## config.mk

```make
export PLATFORM = sky130hd
export DESIGN_NAME = tti_front
export DESIGN_NICKNAME = d
export VERILOG_FILES = /design/src/rtl/core/tti_pkg.sv /design/src/rtl/core/tti_front.sv
export SDC_FILE = /design/constraint.sdc
export NUM_CORES = 1
export LEC_CHECK = 0
export BUFFER_PORTS_ARGS = -buffer_cell sky130_fd_sc_hd__buf_2
export CAP_MARGIN = 0
export CORE_UTILIZATION = 40
export DETAILED_ROUTE_END_ITERATION = 8
export GPL_ROUTABILITY_DRIVEN = 1
export GPL_TIMING_DRIVEN = 0
export SLEW_MARGIN = 20
export SYNTH_ARGS = -nofsm -noshare
export SYNTH_HDL_FRONTEND = slang
export SYNTH_SLANG_ARGS = --single-unit
```

## constraint.sdc

```tcl
create_clock -name clk_i -period 17.1 [get_ports clk_i]
set_clock_uncertainty 0.2 [all_clocks]
set_input_delay 0.855 -clock clk_i [delete_from_list [all_inputs] [get_ports clk_i]]
set_output_delay 0.855 -clock clk_i [all_outputs]
set_load 0.02 [all_outputs]
```

## src/rtl/core/tti_pkg.sv

```systemverilog
// ----------------------------------------------------------------------------
// Trilinear table interpolator package
// Shared codes, item type and state encodings of the interpolator.
// ----------------------------------------------------------------------------
package tti_pkg;

  localparam int unsigned DATA_W    = 32;
  localparam int unsigned FRAC_W    = 16;
  localparam int unsigned ADDR_W    = 12;
  localparam int unsigned CMD_W     = 3;
  localparam int unsigned CNT_W     = 5;
  localparam int unsigned CFG_IDX_W = 2;
  localparam int unsigned GAP_W     = DATA_W + 1;

  localparam logic [CMD_W-1:0] CMD_WR_X   = 3'd0;
  localparam logic [CMD_W-1:0] CMD_WR_Y   = 3'd1;
  localparam logic [CMD_W-1:0] CMD_WR_Z   = 3'd2;
  localparam logic [CMD_W-1:0] CMD_WR_TBL = 3'd3;
  localparam logic [CMD_W-1:0] CMD_QUERY  = 3'd4;

  localparam logic [CFG_IDX_W-1:0] CFG_X_POINTS = 2'd0;
  localparam logic [CFG_IDX_W-1:0] CFG_Y_POINTS = 2'd1;
  localparam logic [CFG_IDX_W-1:0] CFG_Z_POINTS = 2'd2;

  localparam logic [1:0] AX_X = 2'd0;
  localparam logic [1:0] AX_Y = 2'd1;
  localparam logic [1:0] AX_Z = 2'd2;

  typedef enum logic [2:0] {
    CLS_WR_X,
    CLS_WR_Y,
    CLS_WR_Z,
    CLS_WR_TBL,
    CLS_QUERY
  } cls_e;

  typedef struct packed {
    cls_e                     cls;
    logic [ADDR_W-1:0]        addr;
    logic signed [DATA_W-1:0] wdata;
    logic signed [DATA_W-1:0] x;
    logic signed [DATA_W-1:0] y;
    logic signed [DATA_W-1:0] z;
  } item_t;

  typedef enum logic [3:0] {
    ST_IDLE,
    ST_RD_LO,
    ST_RD_HI,
    ST_CLAMP,
    ST_SRCH,
    ST_NEXT,
    ST_IDX0,
    ST_IDX1,
    ST_TRD,
    ST_TCAP,
    ST_LRP,
    ST_LWAIT,
    ST_OUT
  } bk_st_e;

  typedef enum logic [2:0] {
    L_IDLE,
    L_DIV,
    L_SLOPE,
    L_MUL,
    L_ADD,
    L_FIN
  } lrp_st_e;

endpackage

```

## src/rtl/core/tti_front.sv

```systemverilog
// ----------------------------------------------------------------------------
// Interpolator front end
// Accepts input items, decodes the command into an item class, drops unused
// commands and holds up to two items for the back end.
// ----------------------------------------------------------------------------
module tti_front (
  input  logic                             clk_i,
  input  logic                             rst_ni,
  input  logic                             in_valid_i,
  output logic                             in_ready_o,
  input  logic [tti_pkg::CMD_W-1:0]        cmd_i,
  input  logic [tti_pkg::ADDR_W-1:0]       addr_i,
  input  logic signed [tti_pkg::DATA_W-1:0] wdata_i,
  input  logic signed [tti_pkg::DATA_W-1:0] x_in_i,
  input  logic signed [tti_pkg::DATA_W-1:0] y_in_i,
  input  logic signed [tti_pkg::DATA_W-1:0] z_in_i,
  output logic                             q_valid_o,
  output tti_pkg::item_t                   q_item_o,
  input  logic                             q_ready_i
);
  import tti_pkg::*;

  item_t      slot_q [2];
  logic [1:0] cnt_q, cnt_d;
  logic       wr_ptr_q, wr_ptr_d;
  logic       rd_ptr_q, rd_ptr_d;
  logic       known;
  cls_e       cls;
  logic       push, pop;

  always_comb begin
    known = 1'b1;
    cls   = CLS_QUERY;
    case (cmd_i)
      CMD_WR_X:   cls = CLS_WR_X;
      CMD_WR_Y:   cls = CLS_WR_Y;
      CMD_WR_Z:   cls = CLS_WR_Z;
      CMD_WR_TBL: cls = CLS_WR_TBL;
      CMD_QUERY:  cls = CLS_QUERY;
      default:    known = 1'b0;
    endcase
  end

  assign in_ready_o = (cnt_q != 2'd2);
  assign q_valid_o  = (cnt_q != 2'd0);
  assign q_item_o   = slot_q[rd_ptr_q];

  // Unused commands complete their transfer but never enter the queue.
  assign push = in_valid_i && in_ready_o && known;
  assign pop  = q_valid_o && q_ready_i;

  always_comb begin
    cnt_d    = cnt_q;
    wr_ptr_d = wr_ptr_q;
    rd_ptr_d = rd_ptr_q;
    if (push) begin
      wr_ptr_d = ~wr_ptr_q;
    end
    if (pop) begin
      rd_ptr_d = ~rd_ptr_q;
    end
    if (push && !pop) begin
      cnt_d = cnt_q + 2'd1;
    end else if (pop && !push) begin
      cnt_d = cnt_q - 2'd1;
    end
  end

  always_ff @(posedge clk_i or negedge rst_ni) begin
    if (!rst_ni) begin
      cnt_q    <= 2'd0;
      wr_ptr_q <= 1'b0;
      rd_ptr_q <= 1'b0;
    end else begin
      cnt_q    <= cnt_d;
      wr_ptr_q <= wr_ptr_d;
      rd_ptr_q <= rd_ptr_d;
    end
  end

  always_ff @(posedge clk_i) begin
    if (push) begin
      slot_q[wr_ptr_q] <= '{cls: cls, addr: addr_i, wdata: wdata_i,
                            x: x_in_i, y: y_in_i, z: z_in_i};
    end
  end

endmodule

```

==> results of run 1 <==
[logic make-up after synthesis]
logic type	synth area share
adder cells (fa/ha/maj)	0.001161
AND/OR/NAND/NOR	0.004181
AO/OA/AOI/OAI	0.0004642
flip-flops	0.8066
multiplexers	0.1704
buffers and inverters	0.01313
XOR/XNOR	0.004066
[power by group through the flow]
stage / logic (mW) / clock network, mW / registers [mW]
after floorplan: 0.528 / 0 / 0.967
after global placement: 0.741 / 0 / 0.986
after detailed placement: 0.789 / 0 / 0.948
after CTS: 0.792 / 0.645 / 0.933
after global routing: 0.823 / 0.671 / 0.940
final: 0.774 / 0.625 / 0.932
[worst min path at each step]
| stage | from | end |
|---|---|---|
| 3_3_place_gp | cnt_q[1] | cnt_q[1] |
| 6_report | cnt_q[1] | cnt_q[1] |
| 5_1_grt | y_in_i[2] | slot_q[0][34] |
| 2_1_floorplan | cnt_q[1] | cnt_q[1] |
| 4_1_cts | addr_i[4] | slot_q[0][132] |
| 3_5_place_dp | cnt_q[1] | cnt_q[1] |
[flip-flops by register name (all words and copies together) (netlist names)]
name / cells
slot_q: 286
cnt_q: 2
rd_ptr_q: 1
wr_ptr_q: 1
[cell type report]
type / instances / area, sq um
multi-input combinational: 159 / 1957
clock buffer: 32 / 779.5
timing repair buffer: 304 / 1752
tap: 335 / 419.2
inverter: 2 / 7.507
fill: 2101 / 12280
buffer: 17 / 133.9
sequential: 290 / 8688
clock inverter: 23 / 191.4
[repair_timing]
action                                 4_1_cts  5_1_grt
resized for setup                            0        0
buffers inserted                             0        0
endpoints found under the hold margin        4        0
hold buffers                                 1        0
[cell usage after synthesis, drive strengths merged]
library cell,number
nand2b,1
nand3,1
nor2,3
or2,1
clkbuf,1
o21ai,1
inv,2
xnor2,3
nor2b,2
buf,16
nand2,1
ha,1
mux2,143
xor2,2
edfxtp,286
dfrtp,4
[routing by layer]
layer  track usage  part of all wire
met1        0.1710              0.38
met2        0.2567              0.49
met3       0.05839              0.10
met4       0.04226             0.017
met5             0            0.0027
[stage by stage]
step	setup WS (ns)	power [mW]	cell area (sq um)
floorplan	9.128	1.495	10770
global placement	5.942	1.727	12650
detailed placement	14.01	1.737	12950
CTS	14.00	2.370	13930
global route	13.99	2.434	13930
finish	14.10	2.331	13930
==> impl_metrics.csv, run 1 <==
group,metric,value,unit
outcome,run_status,"complete, but fails checks",
outcome,violations,"design-rule violations",
cts,clkTransAtPathRegs,0.06,ns
sta,slew_viol_final,0,
cts,clk_path_buf_depth,3,
sta,max_freq,333.5,MHz
pwr,peakVddDrop,99.30,uV
pwr,power_frac_comb,0.332,
pwr,p_per_area,167.3,nW/um^2
pwr,leakage,5.371,nW
hold_path,whs_path_depth,1,
cells_and_area,drive_gt1_frac,0.6191,
worst_setup_path,path_cells,"buf_6, buf_6, buf_6, mux2_4, buf_2",
cells_and_area,final_util,0.5315,
yosys,synthTopCellsByArea,"edfxtp_1 80%, mux2_2 8.7%, mux2_4 8.4%, dfrtp_1 0.93%, buf_6 0.84%",
drt,ant_nets,0,
yosys,synth_nets,616,
placement,dpl.cell_count,1106,
floorplan,io_pins,292,
global_route,grt.total_usage,0.1487,
worst_setup_path,cp_num_cells,5,
floorplan,core.rowCount,59,
drt,wl_per_cell,17.82,um
pwr,clkPwrFrac,0.268,
drt,routed_wl,20700,um
floorplan,die_x,166.1,um
sta,maxSlewHeadroom,0.7100,
cells_and_area,mostFrequentLayoutCells,"299 x buf_2, 286 x edfxtp_1, 83 x mux2_2",
sta,hold_viol,0,
worst_setup_path,critPathCapture,"q_item_o[130]",
global_route,grt_pass1_wl,31950,um
worst_setup_path,worstSetupStartpointType,"flip-flop",
placement,hpwlAfterDp,15080,um
worst_setup_path,worstPathMaxFanout,10,
cts,htreeDepth,1,
cells_and_area,nNetsFinal,952,
pwr,power.switching,0.7134,mW
yosys,ys_warn_count,0,
sta,timing.final.crit_share,0.1753,
sta,period_minus_slack,2.998,ns
cells_and_area,syn_to_final_growth,29.31,%
worst_setup_path,rrSetupSlack,14.70,ns
worst_setup_path,path_class,"flip-flop to output pin",
worst_setup_path,critical-path-top-delay-family,"buffers and inverters",
sta,grt_setup_unrepaired,"no",
cts,cts_root_buf,"clkbuf_16",
global_route,grt_max_degree,28,
placement,gp_congestion,0.7375,
worst_setup_path,cp.arrival,1.94,ns
floorplan,die_h,166.1,um
drt,drt_iter0_drc,245,
yosys,mappedNetlistArea,10770,sq um
yosys,avgSynthCellArea,23.02,sq um
worst_setup_path,end_kind,"output pin",
sta,tightest_slew,0.4339,ns
placement,port_buffers,291,
sta,fin_tns_setup,0,ns
yosys,synth_top_area_share,0.7973,
drt,vias,5402,
pwr,p_seq_frac,0.400,
cts,cts_tree,"yes",
sta,whs,0.2928,ns
cells_and_area,fin_cells,1162,
hold_path,hp-class,"flip-flop to flip-flop",
drt,firstDrtPassIters,7,
flow_run,max-cap-violations,0,
global_route,antenna_found_initial,4,
sta,setup_viol,0,
worst_setup_path,critPathMaxStageDelay,0.34,ns
worst_setup_path,crit_start,"rd_ptr_q",
yosys,synth-seq-area-share,0.8066,
worst_setup_path,crit_path_frequent_cell,"buf_6",
worst_setup_path,crit_buf_inv,4,
yosys,ys_ff_latch,290,
drt,viasPerCell,4.649,
cells_and_area,mostFrequentLayoutCell,"buf_2",
worst_setup_path,r2r_cells,6,
cells_and_area,antennaDiodeCount,0,
cts,clock_latency,0.53,ns
cts,clock_sinks,290,
global_route,grt_overflow_total,0,
drt,drcViolationCount,16,
yosys,yosys.area.top_type,"edfxtp_1",
floorplan,fp.coreArea,26210,sq um
worst_setup_path,rr_startpoint,"cnt_q[0]",
worst_setup_path,required,16.05,ns
cts,cts_buffers,30,
floorplan,die_area,27590,sq um
worst_setup_path,r2r-end,"slot_q[1][95]",
pwr,switching_share,0.3061,
yosys,synth_cells,468,
yosys,ys_types,18,
pwr,internal_power,1.617,mW
floorplan,initial_core_util,0.4110,
worst_setup_path,cp_slowest_cell,"dfrtp_1",
global_route,grt_pass1_vias,5838,
Power figures use the tool's default switching activity.
==> run 2, diff against run 1 <==
Clock period 17.1 ns to 2.8 ns, I/O delays scaled along.
==> run 2 against run 1 <==
  * Final cell count is 13% higher
  * Clock power grew to 6.4 times the previous value
  * Via count is 11% higher
  * Global-route usage is 0.89 points higher
  * Design area is 11% higher
  * Sequential cell count stayed put
  * Sequential share of layout area is 6.4 points lower
  * Critical path depth is 3 higher
  * Sequential power grew to 6.1 times the previous value
  * Register-to-register slack worse by 14 ns
  * The run still ends with design-rule violations left
  * Hold slack worse by 0.18 ns
  * Combinational power grew to 6.4 times the previous value
  * Largest cell class unchanged
==> impl_metrics.csv, run 2 (same netlist as run 1, synthesis figures left out) <==
group,metric,value,unit
cells_and_area,mostFrequentLayoutCell,"buf_2",
worst_setup_path,path_cells,"dlygate4sd3_1, buf_2, o21ai_0, nand3_4, nor2_4, buf_16, buf_12, buf_16",
pwr,leakage,6.033,nW
hold_path,hp-class,"input port to flip-flop",
worst_setup_path,path_class,"input port to flip-flop",
cells_and_area,syn_to_final_growth,44.07,%
cts,clkTransAtPathRegs,0.06,ns
worst_setup_path,cp_slowest_cell,"nor2_4",
placement,port_buffers,291,
sta,setup_slack,0.3247,ns
sta,slew_viol_final,0,
cells_and_area,final_util,0.5922,
cts,cts_root_buf,"clkbuf_16",
worst_setup_path,worstPathMaxFanout,25,
pwr,p_total,14.66,mW
sta,hold_viol,0,
placement,place_worst_setup_slack,0.2789,ns
cts,post-cts-setup-buffers,0,
cts,cts_tree,"yes",
cells_and_area,largest_reg_flops,286,
flow_run,max-cap-violations,0,
drt,drcViolationCount,23,
cells_and_area,drive_gt1_frac,0.5226,
cells_and_area,largest-register,"slot_q",
sta,period_minus_slack,2.475,ns
drt,wl_met1,8694,um
drt,drt_iter0_drc,312,
drt,met2_length,11180,um
worst_setup_path,cp_num_cells,8,
drt,highest_layer,"met4",
cts,postCtsResizedCells,0,
cells_and_area,antennaDiodeCount,0,
sta,setup_viol,0,
floorplan,initial_core_util,0.4110,
hold_path,whs_path_depth,2,
drt,ant_nets,0,
global_route,grt_pass1_vias,6544,
floorplan,fp.coreArea,26210,sq um
worst_setup_path,worstSetupStartpointType,"input port",
floorplan,die_area,27590,sq um
drt,routed_wl,21920,um
global_route,grt_pass1_wl,34400,um
cts,cts_buffers,30,
outcome,run_status,"complete, but fails checks",
placement,hpwlAfterDp,15010,um
floorplan,io_pins,292,
worst_setup_path,crit_path_frequent_cell,"buf_16",
sta,timing.final.crit_share,0.8840,
cts,htreeDepth,1,
worst_setup_path,critPathMaxStageDelay,0.55,ns
floorplan,die_x,166.1,um
worst_setup_path,end_kind,"flip-flop",
pwr,p_per_area,944.9,nW/um^2
cells_and_area,mostFrequentLayoutCells,"299 x buf_2, 286 x edfxtp_1, 148 x dlygate4sd3_1",
cells_and_area,fillers,1951,
pwr,peakVddDrop,788.1,uV
sta,tightest_slew,0.6803,ns
worst_setup_path,critical-path-top-delay-family,"buffers and inverters",
placement,gp_congestion,0.7132,
drt,viasPerCell,4.581,
worst_setup_path,required,2.84,ns
floorplan,core.rowCount,59,
global_route,grt_overflow_total,0,
worst_setup_path,crit_buf_inv,5,
cells_and_area,multi_input_area,1977,sq um
drt,wl_met3,1630,um
drt,firstDrtPassIters,6,
cts,clock_latency,0.53,ns
sta,grt_setup_unrepaired,"no",
global_route,grt.total_usage,0.1576,
cts,clk_path_buf_depth,3,
drt,vias,5997,
sta,max_freq,404.0,MHz
cts,clock_sinks,290,
floorplan,die_h,166.1,um
global_route,antenna_found_initial,0,
global_route,grt_max_degree,26,
outcome,violations,"design-rule violations",
worst_setup_path,cp.arrival,2.52,ns
drt,wl_per_cell,16.74,um
worst_setup_path,r2r_cells,6,
sta,maxSlewHeadroom,0.5454,
cells_and_area,biggestRegsByFlops,"slot_q: 286 flops, cnt_q: 2 flops",
cells_and_area,nNetsFinal,1100,
cells_and_area,seqCellArea,8688,sq um
run 2: cell types whose count changed in the layout (fill, tap and decap cells not counted), sizes merged:
| cell | before | now |
|---|---|---|
| dlygate4sd3 | 1 | 148 |
| clkinv | 16 | 11 |
| clkbuf | 33 | 37 |
| bufinv | 3 | 5 |
| clkinvlp | 4 | 2 |
| buf | 319 | 320 |
run 2: layer usage:
metal	GRT usage	vias up
met5	0	-
li1	-	2826
met2	0.2856	208
met1	0.1855	2927
met3	0.04004	36
met4	0.04104	0
run 2: timing repair:
action,4_1_cts,5_1_grt
endpoints found under the setup margin,0,0
hold buffers,148,0
endpoints found under the hold margin,318,0
run 2: final cells by class:
type	instances	share of cell area
Sequential cell	290	0.5599
Timing Repair Buffer	452	0.2119
Multi-Input combinational cell	159	0.1274
Clock buffer	36	0.05120
Tap cell	335	0.02701
Clock inverter	18	0.01355
Buffer	17	0.008627
Inverter	2	0.0004838
run 2: through the flow:
stage          hold WS, ns  instance area, sq um  instances  setup TNS, ns
6_report            0.1133                 15520       1309              0
5_1_grt             0.1001                 15520       1309              0
4_1_cts            0.08305                 15520       1309              0
3_5_place_dp       -0.2523                 13030       1107              0
3_3_place_gp       -0.2538                 12680       1094        -476.31
2_1_floorplan      -0.3556                 10810        468        -187.97
run 2: final timing paths:
kind                            startpoint       endpoint  slack, ns
min in group asynchronous           rst_ni       cnt_q[1]       0.31
worst max register to register    cnt_q[0]  slot_q[1][43]       0.37
max in group asynchronous           rst_ni       wr_ptr_q       1.92
worst min-delay path            y_in_i[23]  slot_q[0][55]       0.11
worst max-delay path              cmd_i[0]  slot_q[1][43]       0.32
worst min register to register    cnt_q[0]       cnt_q[0]       0.35
run 2: where the power goes:
group | internal [mW] | switching (mW) | leakage, nW | total [mW]
clock network | 2.46 | 1.53 | 0.483 | 3.99
registers | 5.54 | 0.162 | 2.67 | 5.70
logic | 2.25 | 2.72 | 2.88 | 4.97
==> run 3, diff against run 2 <==
Settings changed: CORE_ASPECT_RATIO from default to 0.7.
==> run 3 against run 2 <==
  * The run now ends clean
  * Clock power decreased by 9.8%
  * Global-route usage grew 0.81 points
  * Via count increased by 0.23%
  * Highest routed layer unchanged
  * Utilization shrank 0.14 points
  * Maximum frequency fell by 1.5%
  * Clock-buffer cell count did not move
  * Critical path type unchanged
  * Combinational power barely moved
  * Worst setup slack worse by 0.037 ns
  * Non-clock buffer count stayed put
  * Design area shrank 0.81%
  * Critical path depth unchanged
  * Critical endpoint is now slot_q[0][116]
==> impl_metrics.csv, run 3 (same netlist as run 1, synthesis figures left out) <==
group,metric,value,unit
drt,viasPerCell,4.530,
global_route,grt_max_degree,29,
worst_setup_path,critPathMaxStageDelay,0.59,ns
worst_setup_path,crit_path_frequent_cell,"buf_16",
sta,max_freq,398.1,MHz
drt,drcViolationCount,0,
global_route,grt_pass1_vias,6454,
outcome,run_status,"finished clean",
flow_run,max-cap-violations,0,
global_route,grt_pass1_wl,35250,um
floorplan,fp.coreArea,26060,sq um
sta,maxSlewHeadroom,0.5335,
pwr,switching_share,0.3112,
drt,vias,6011,
cts,clk_path_buf_depth,3,
placement,hpwlAfterDp,15800,um
floorplan,io_pins,292,
drt,routed_wl,23290,um
sta,fin_tns_setup,0,ns
worst_setup_path,rr_startpoint,"cnt_q[0]",
sta,setup_slack,0.2881,ns
cells_and_area,largest_reg_flops,286,
drt,wl_per_cell,17.55,um
worst_setup_path,worstPathMaxFanout,28,
floorplan,initial_core_util,0.4134,
placement,placed_area,13050,sq um
cells_and_area,mostFrequentLayoutCells,"299 x buf_2, 286 x edfxtp_1, 148 x dlygate4sd3_1",
worst_setup_path,required,2.83,ns
sta,grt_setup_unrepaired,"no",
worst_setup_path,cp.arrival,2.54,ns
pwr,p_per_area,928.5,nW/um^2
cells_and_area,biggestRegsByFlops,"slot_q: 286 flops, cnt_q: 2 flops",
sta,whs,0.1171,ns
pwr,leakage,5.966,nW
pwr,peakVddDrop,663.0,uV
sta,hold_viol,0,
cts,cts_root_buf,"clkbuf_16",
placement,port_buffers,291,
worst_setup_path,path_class,"input port to flip-flop",
cells_and_area,finalInstanceArea,15390,sq um
sta,period_minus_slack,2.512,ns
cells_and_area,seqCellArea,8688,sq um
floorplan,core.rowCount,49,
floorplan,die_area,27600,sq um
worst_setup_path,crit_buf_inv,5,
placement,gp_congestion,0.7583,
sta,slew_viol_final,0,
cells_and_area,final_util,0.5908,
sta,setup_viol,0,
hold_path,min_from,"y_in_i[16]",
worst_setup_path,critical-path-top-delay-family,"buffers and inverters",
cells_and_area,mostFrequentLayoutCell,"buf_2",
cells_and_area,fillers,1951,
global_route,grt_overflow_total,0,
hold_path,hp-class,"input port to flip-flop",
sta,tightest_slew,0.6981,ns
cells_and_area,nNetsFinal,1098,
pwr,clkPwrFrac,0.252,
cts,htreeDepth,1,
worst_setup_path,end_kind,"flip-flop",
drt,firstDrtPassIters,6,
global_route,antenna_found_initial,0,
sta,timing.final.crit_share,0.8971,
cts,cts_buffers,28,
floorplan,die_h,139.3,um
drt,drt_iter0_drc,196,
pwr,internal_power,9.845,mW
cts,clkTransAtPathRegs,0.06,ns
cells_and_area,largest-register,"slot_q",
pwr,power.switching,4.448,mW
floorplan,die_x,198.1,um
worst_setup_path,worstSetupStartpointType,"input port",
global_route,grt.total_usage,0.1657,
pwr,power_frac_comb,0.349,
cts,clock_latency,0.54,ns
placement,place_worst_setup_slack,0.2511,ns
worst_setup_path,cp_slowest_cell,"nor2_4",
worst_setup_path,path_cells,"dlygate4sd3_1, buf_2, o21ai_0, nand3_4, nor2_4, buf_16, buf_16, buf_12",
cells_and_area,multi_input_area,1977,sq um
drt,ant_nets,0,
pwr,p_seq_frac,0.399,
cells_and_area,drive_gt1_frac,0.5206,
cells_and_area,syn_to_final_growth,42.91,%
cts,clock_sinks,290,
cells_and_area,antennaDiodeCount,0,
cts,cts_tree,"yes",
worst_setup_path,crit_start,"cmd_i[0]",
-- run 3: path summary, 6_finish.rpt --
| path | slack (ns) | depth (start not counted) | to |
|---|---|---|---|
| worst min-delay path | 0.12 | 2 | slot_q[1][48] |
| max in group asynchronous | 1.88 | 3 | cnt_q[1] |
| worst min register to register | 0.34 | 1 | cnt_q[0] |
| worst max register to register | 0.33 | 6 | slot_q[0][116] |
| worst max-delay path | 0.29 | 8 | slot_q[0][116] |
| min in group asynchronous | 0.34 | 3 | wr_ptr_q |
-- run 3: power by group through the flow --
stage	clock [mW]	combinational [mW]	sequential (mW)
after floorplan	0	3.25	5.79
after global placement	0	4.56	5.84
after detailed placement	0	4.88	5.80
after CTS	3.70	5.07	5.71
after global routing	3.87	5.30	5.75
final	3.60	4.99	5.70
-- run 3: routing by layer --
| layer | global-route usage | vias to the layer above | wire length, um |
|---|---|---|---|
| met5 | 0 | - | 0 |
| met4 | 0.03468 | 0 | 360 |
| met3 | 0.06810 | 28 | 2237 |
| met2 | 0.2702 | 234 | 10850 |
| met1 | 0.2068 | 2924 | 9835 |
| li1 | - | 2825 | - |
-- run 3: worst reg2reg max path, delay by kind of cell (launching register included) --
| family | cells | cell delay, ns |
|---|---|---|
| and+or+nand+nor | 3 | 0.87 |
| buffers and inverters | 3 | 0.65 |
| DFF | 1 | 0.41 |
-- run 3: timing repair --
item	CTS	global route
buffers inserted	0	0
hold buffers	148	0
hold endpoints to repair	322	0
resized for setup	0	0
-- run 3: final cells by class --
type / count / area share
plain buffers: 17 / 0.008697
clock buffers: 36 / 0.04885
clock inverters: 14 / 0.007478
inverters: 2 / 0.0004877
multi-input cells: 159 / 0.1284
flip-flops and latches: 290 / 0.5644
well taps: 357 / 0.02902
repair buffers: 452 / 0.2126
-- run 3: stage by stage --
stage,std cells,power (mW)
floorplan,468,9.042
global placement,1116,10.40
detailed placement,1129,10.68
CTS,1327,14.48
global route,1327,14.92
finish,1327,14.29
